File: config.mk
export PLATFORM = sky130hd
export DESIGN_NAME = sfpl_div
export DESIGN_NICKNAME = d
export VERILOG_FILES = /design/src/design/sfpl_pkg.sv /design/src/design/sfpl_div.sv
export SDC_FILE = /design/constraint.sdc
export NUM_CORES = 1
export LEC_CHECK = 0
export BUFFER_PORTS_ARGS = -buffer_cell sky130_fd_sc_hd__buf_2
export CORE_MARGIN = 4
export CORE_UTILIZATION = 31
export CTS_CLUSTER_SIZE = 16
export DETAILED_ROUTE_END_ITERATION = 6
export SYNTH_ARGS = -nofsm -noshare
export SYNTH_HDL_FRONTEND = slang
export SYNTH_SLANG_ARGS = --single-unit
File: constraint.sdc
create_clock -name clk -period 15.8 [get_ports clk]
set_clock_uncertainty 0.1 [all_clocks]
set_input_delay 1.58 -clock clk [delete_from_list [all_inputs] [get_ports clk]]
set_output_delay 1.58 -clock clk [all_outputs]
set_load 0.02 [all_outputs]
File: src/design/sfpl_pkg.sv
// Shared types, constants and coefficient tables of the saturating four-pole low-pass core.
package sfpl_pkg;

  localparam int SAMPLE_BITS = 24;
  localparam int STATE_BITS  = 32;
  localparam int CORD_W      = 34;
  localparam int Z_W         = 38;
  localparam int MUL_W       = 34;
  localparam int PROD_W      = 2 * MUL_W;
  localparam int DIV_W       = 35;
  localparam int DVD_W       = 45;
  localparam int CNT_W       = 6;

  localparam logic [30:0] ONE_Q30  = 31'h4000_0000;
  localparam logic [32:0] PI_Q30   = 33'd3373259426;
  localparam logic [28:0] FCAP_Q30 = 29'd483183821;
  localparam logic [29:0] GCAP_Q30 = 30'd1063004406;
  localparam logic [32:0] RECIP3   = 33'h0_AAAA_AAAB;
  localparam logic [14:0] CUT_MIN  = 15'd20;
  localparam logic [14:0] CUT_MAX  = 15'd20000;
  localparam logic [15:0] PAR_MAX  = 16'd32768;

  localparam logic [2:0] CFG_SAMPLE_RATE = 3'd0;
  localparam logic [2:0] CFG_CUTOFF_DEF  = 3'd1;
  localparam logic [2:0] CFG_RES_DEF     = 3'd2;
  localparam logic [2:0] CFG_GAIN_DEF    = 3'd3;
  localparam logic [2:0] CFG_CUTOFF_SEL  = 3'd4;
  localparam logic [2:0] CFG_RES_SEL     = 3'd5;
  localparam logic [2:0] CFG_GAIN_SEL    = 3'd6;

  typedef struct packed {
    logic             start;
    logic [DIV_W-1:0] rem0;
    logic [DVD_W-1:0] dividend;
    logic [DIV_W-1:0] divisor;
    logic [CNT_W-1:0] iters;
  } div_req_t;

  typedef struct packed {
    logic             busy;
    logic             done;
    logic [DVD_W-1:0] quotient;
  } div_rsp_t;

  function automatic logic [30:0] atan_step(input logic [4:0] i);
    logic [30:0] r;
    unique case (i)
      5'd0: r = 31'd843314857;
      5'd1: r = 31'd497837829;
      5'd2: r = 31'd263043837;
      5'd3: r = 31'd133525159;
      5'd4: r = 31'd67021688;
      5'd5: r = 31'd33543516;
      5'd6: r = 31'd16775851;
      5'd7: r = 31'd8388437;
      5'd8: r = 31'd4194283;
      5'd9: r = 31'd2097149;
      default: r = 31'd1 << (5'd30 - i);
    endcase
    return r;
  endfunction

  function automatic logic [30:0] atanh_step(input logic [4:0] i);
    logic [30:0] r;
    unique case (i)
      5'd0: r = 31'd0;
      5'd1: r = 31'd589812981;
      5'd2: r = 31'd274247419;
      5'd3: r = 31'd134923406;
      5'd4: r = 31'd67196451;
      5'd5: r = 31'd33565361;
      5'd6: r = 31'd16778582;
      5'd7: r = 31'd8388779;
      5'd8: r = 31'd4194325;
      5'd9: r = 31'd2097155;
      default: r = 31'd1 << (5'd30 - i);
    endcase
    return r;
  endfunction

  function automatic logic [30:0] tanh_int(input logic [2:0] n);
    logic [30:0] r;
    unique case (n)
      3'd0: r = 31'd0;
      3'd1: r = 31'd817755498;
      3'd2: r = 31'd1035116732;
      3'd3: r = 31'd1068431906;
      3'd4: r = 31'd1073021665;
      3'd5: r = 31'd1073644333;
      3'd6: r = 31'd1073728629;
      default: r = 31'd1073740038;
    endcase
    return r;
  endfunction

endpackage

File: src/design/sfpl_div.sv
// Restoring shift-subtract divider, one quotient bit per cycle.
module sfpl_div
  import sfpl_pkg::*;
(
  input  logic     clk,
  input  logic     rst,
  input  div_req_t req,
  output div_rsp_t rsp
);

  logic [DIV_W-1:0] rem;
  logic [DIV_W-1:0] dsr;
  logic [DVD_W-1:0] dvd;
  logic [DVD_W-1:0] quo;
  logic [CNT_W-1:0] cnt;
  logic             busy;
  logic             done;
  logic [DIV_W:0]   r2;
  logic [DIV_W:0]   diff;
  logic             fits;

  // The remainder always stays below the divisor, so one more bit fits in DIV_W+1.
  assign r2   = {rem, dvd[DVD_W-1]};
  assign diff = r2 - {1'b0, dsr};
  assign fits = r2 >= {1'b0, dsr};

  always_ff @(posedge clk) begin
    if (rst) begin
      busy <= 1'b0;
      done <= 1'b0;
    end else begin
      done <= 1'b0;
      if (req.start) begin
        rem  <= req.rem0;
        dsr  <= req.divisor;
        dvd  <= req.dividend;
        quo  <= '0;
        cnt  <= req.iters;
        busy <= 1'b1;
      end else if (busy) begin
        rem <= fits ? diff[DIV_W-1:0] : r2[DIV_W-1:0];
        dvd <= {dvd[DVD_W-2:0], 1'b0};
        quo <= {quo[DVD_W-2:0], fits};
        cnt <= cnt - 1'b1;
        if (cnt == CNT_W'(1)) begin
          busy <= 1'b0;
          done <= 1'b1;
        end
      end
    end
  end

  assign rsp.busy     = busy;
  assign rsp.done     = done;
  assign rsp.quotient = quo;

endmodule
==> flow_summary.ini <==
[setup_path]
crit_required_ns = 15.75
cp_common_cell = buf_4
cp.arrival_ns = 4.10
crit_chain = buf_4 > nor2_1 > nor2_4 > buf_4 > buf_4
crit_family = buffers and inverters
worst-path-buf-inv = 3
path_class = in2reg
cpPeakStageDelay_ns = 0.84
cp_slowest_cell = buf_4
worstSetupEndpointType = flip-flop
worstPathMaxFanout = 75
start_kind = input pin

[yosys]
syn_inst = 785
syn-num-nets = 947
synth_flop_cell = edfxtp_1
ys_seq_area_share_pct = 55.8
ys_seq_elements = 168
ys_async_sr_fraction_pct = 0
syn_avg_cell_area_um2 = 11.5
ys_types = 66
synth_area_um2 = 9000
ys_warn_count = 0
synth_edf_count = 166

[floorplanning]
pin_count = 171
rows = 62
dieWidth_um = 178
coreArea_um2 = 28700
fp.dieArea_um2 = 31800
die_h_um = 178
start_util_pct = 31.4

[pwr]
peakVddDrop_mv = 0.0576
p_leak_uw = 0.00435
p_per_area_nw_per_um2 = 112

[run_status]
status = complete, no violations

[global_route]
grt_overflow = 0
track_usage_pct = 13.6
grt_pass1_wl_um = 33800
grt_max_degree = 76
antenna_found_initial = 5
grt_pass1_vias = 6320

[timing]
slew_headroom_pct = 29.4
hold_viol = 0
setup_viol = 0
max_freq_mhz = 241
worst_pin_slew_ns = 1.06
period_needed_ns = 4.15
period_share_pct = 26.3
rsz0062_at_grt = no
drv_slew = 0
tns_ns = 0

[run]
drv_cap = 0

[clock_tree]
root_buffer = clkbuf_16
ctsResizeCount = 0
cts.sinks = 168
cts_buffers = 17
h-tree-depth = 4
cts_setup_buffers = 0
cts.path.max_buffers = 2
clock_latency_ns = 0.43
clk_transition_reported_paths_ns = 0.07
hold_buffers = 0
cts_tree = done

[cells_and_area]
finalNetCount = 1105
diodes = 0
area_delta_synth_final_pct = 20.0
final_util_pct = 37.6
drive_gt1_share_pct = 28.5

[drt]
wl_per_cell_um = 16.2
ant_nets = 0
vias = 6375
vias_per_cell = 4.76
wl_um = 21800
drcViolationCount = 0
initialDrtViolationCount = 431
drt_pre_antenna_iters = 4

[placed_design]
dpl.hpwl_um = 15500
place.gp.congestion = 0.833
portBuffers = 170

[min_path]
hold_path_class = reg2reg
[flip-flops by register name (all words and copies together), names as in the netlist]
register	cells
rem	35
busy	1
quo	45
done	1
dsr	35
cnt	6
dvd	45
[through the flow]
step                      total power [uW]  cells  worst slack (ns)  cell area [um2]  hold WS (ns)
after floorplan                        734    785              7.69             9000         0.375
after global placement                 795   1308             11.20            10200         0.422
after detailed placement               797   1308             11.15            10200         0.424
after CTS                             1220   1340             11.62            10800         0.428
after global routing                  1270   1340             11.42            10800         0.450
final                                 1210   1340             11.65            10800         0.433
[worst register-to-register path, cell delays in order (launching register included)]
cell and delay (ns):
edfxtp_1 0.41, ha_1 0.40, a21oi_1 0.27, o21ai_0 0.16, a22oi_1 0.31, and2_4 0.23
a31oi_4 0.15, nor2_4 0.71, nor2_1 0.17, a221o_1 0.34
[routing by layer]
| metal | GRT usage, % | wire length [um] |
|---|---|---|
| met1 | 18.8 | 10200 |
| met2 | 21.6 | 10200 |
| met3 | 3.12 | 984 |
| met4 | 3.45 | 225 |
| met5 | 0 | 62 |
[placed cells by master, fill, tap and decap left out, types with 14 or more instances in the layout]
cell	n
clkbuf_16	17
a21o_1	15
buf_2	169
nand2_1	77
mux2_2	46
nor2b_1	48
edfxtp_1	166
a21oi_1	51
inv_1	49
xnor2_1	14
ha_1	37
nand3_1	14
nor2_1	46
o21ai_0	24
a31oi_1	21
nor3_1	16
[cells in the mapped netlist, types with 6 or more instances]
cell type | count | area share, %
a21o_1 | 15 | 1.3
a21oi_1 | 51 | 2.8
a2bb2oi_1 | 10 | 0.97
a31oi_1 | 21 | 1.5
and3_1 | 6 | 0.42
buf_2 | 6 | 0.33
buf_4 | 8 | 0.67
clkbuf_1 | 20 | 0.83
edfxtp_1 | 166 | 55
ha_1 | 37 | 5.1
inv_1 | 50 | 2.1
mux2_2 | 46 | 5.8
nand2_1 | 77 | 3.2
nand2b_1 | 6 | 0.42
nand3_1 | 14 | 0.78
nand4_1 | 6 | 0.42
nor2_1 | 48 | 2.0
nor2b_1 | 48 | 3.3
nor3_1 | 16 | 0.89
o21a_1 | 6 | 0.50
o21ai_0 | 24 | 1.3
o21bai_1 | 7 | 0.58
xnor2_1 | 14 | 1.4
xor2_1 | 11 | 1.1
[cell families (layout without fill, tap and decap cells)]
| family | count (synthesis) | count (layout) | synth area share, % |
|---|---|---|---|
| adders and majority gates | 38 | 38 | 5.37 |
| and+or+nand+nor | 248 | 248 | 13.8 |
| buffers and inverters | 87 | 258 | 4.13 |
| AOI/OAI and AO/OA | 171 | 171 | 12.5 |
| muxes | 48 | 48 | 5.98 |
| DFF | 168 | 168 | 55.8 |
| xor gates and xnor gates | 25 | 25 | 2.43 |
[worst paths after layout]
kind | start | to | slack (ns) | cells past startpoint
setup / recovery | req[121] | dvd[37] | 11.65 | 5
hold / removal | busy | done | 0.43 | 1
setup reg to reg | rem[12] | rem[24] | 12.29 | 9
hold reg to reg | busy | done | 0.43 | 1
[power by group]
group	switching [uW]	internal, uW	leakage, uW
clock	196	224	0.000281
sequential	13.5	532	0.00160
combinational	141	101	0.00247
[final cells by class]
| class | count | area (um2) |
|---|---|---|
| Sequential cell | 168 | 5020 |
| Tap cell | 384 | 480 |
| Timing Repair Buffer | 176 | 898 |
| Inverter | 50 | 188 |
| Fill cell | 2904 | 17900 |
| Clock inverter | 15 | 155 |
| Clock buffer | 17 | 425 |
| Multi-Input combinational cell | 530 | 3620 |
(Power assumes the default switching activity.)
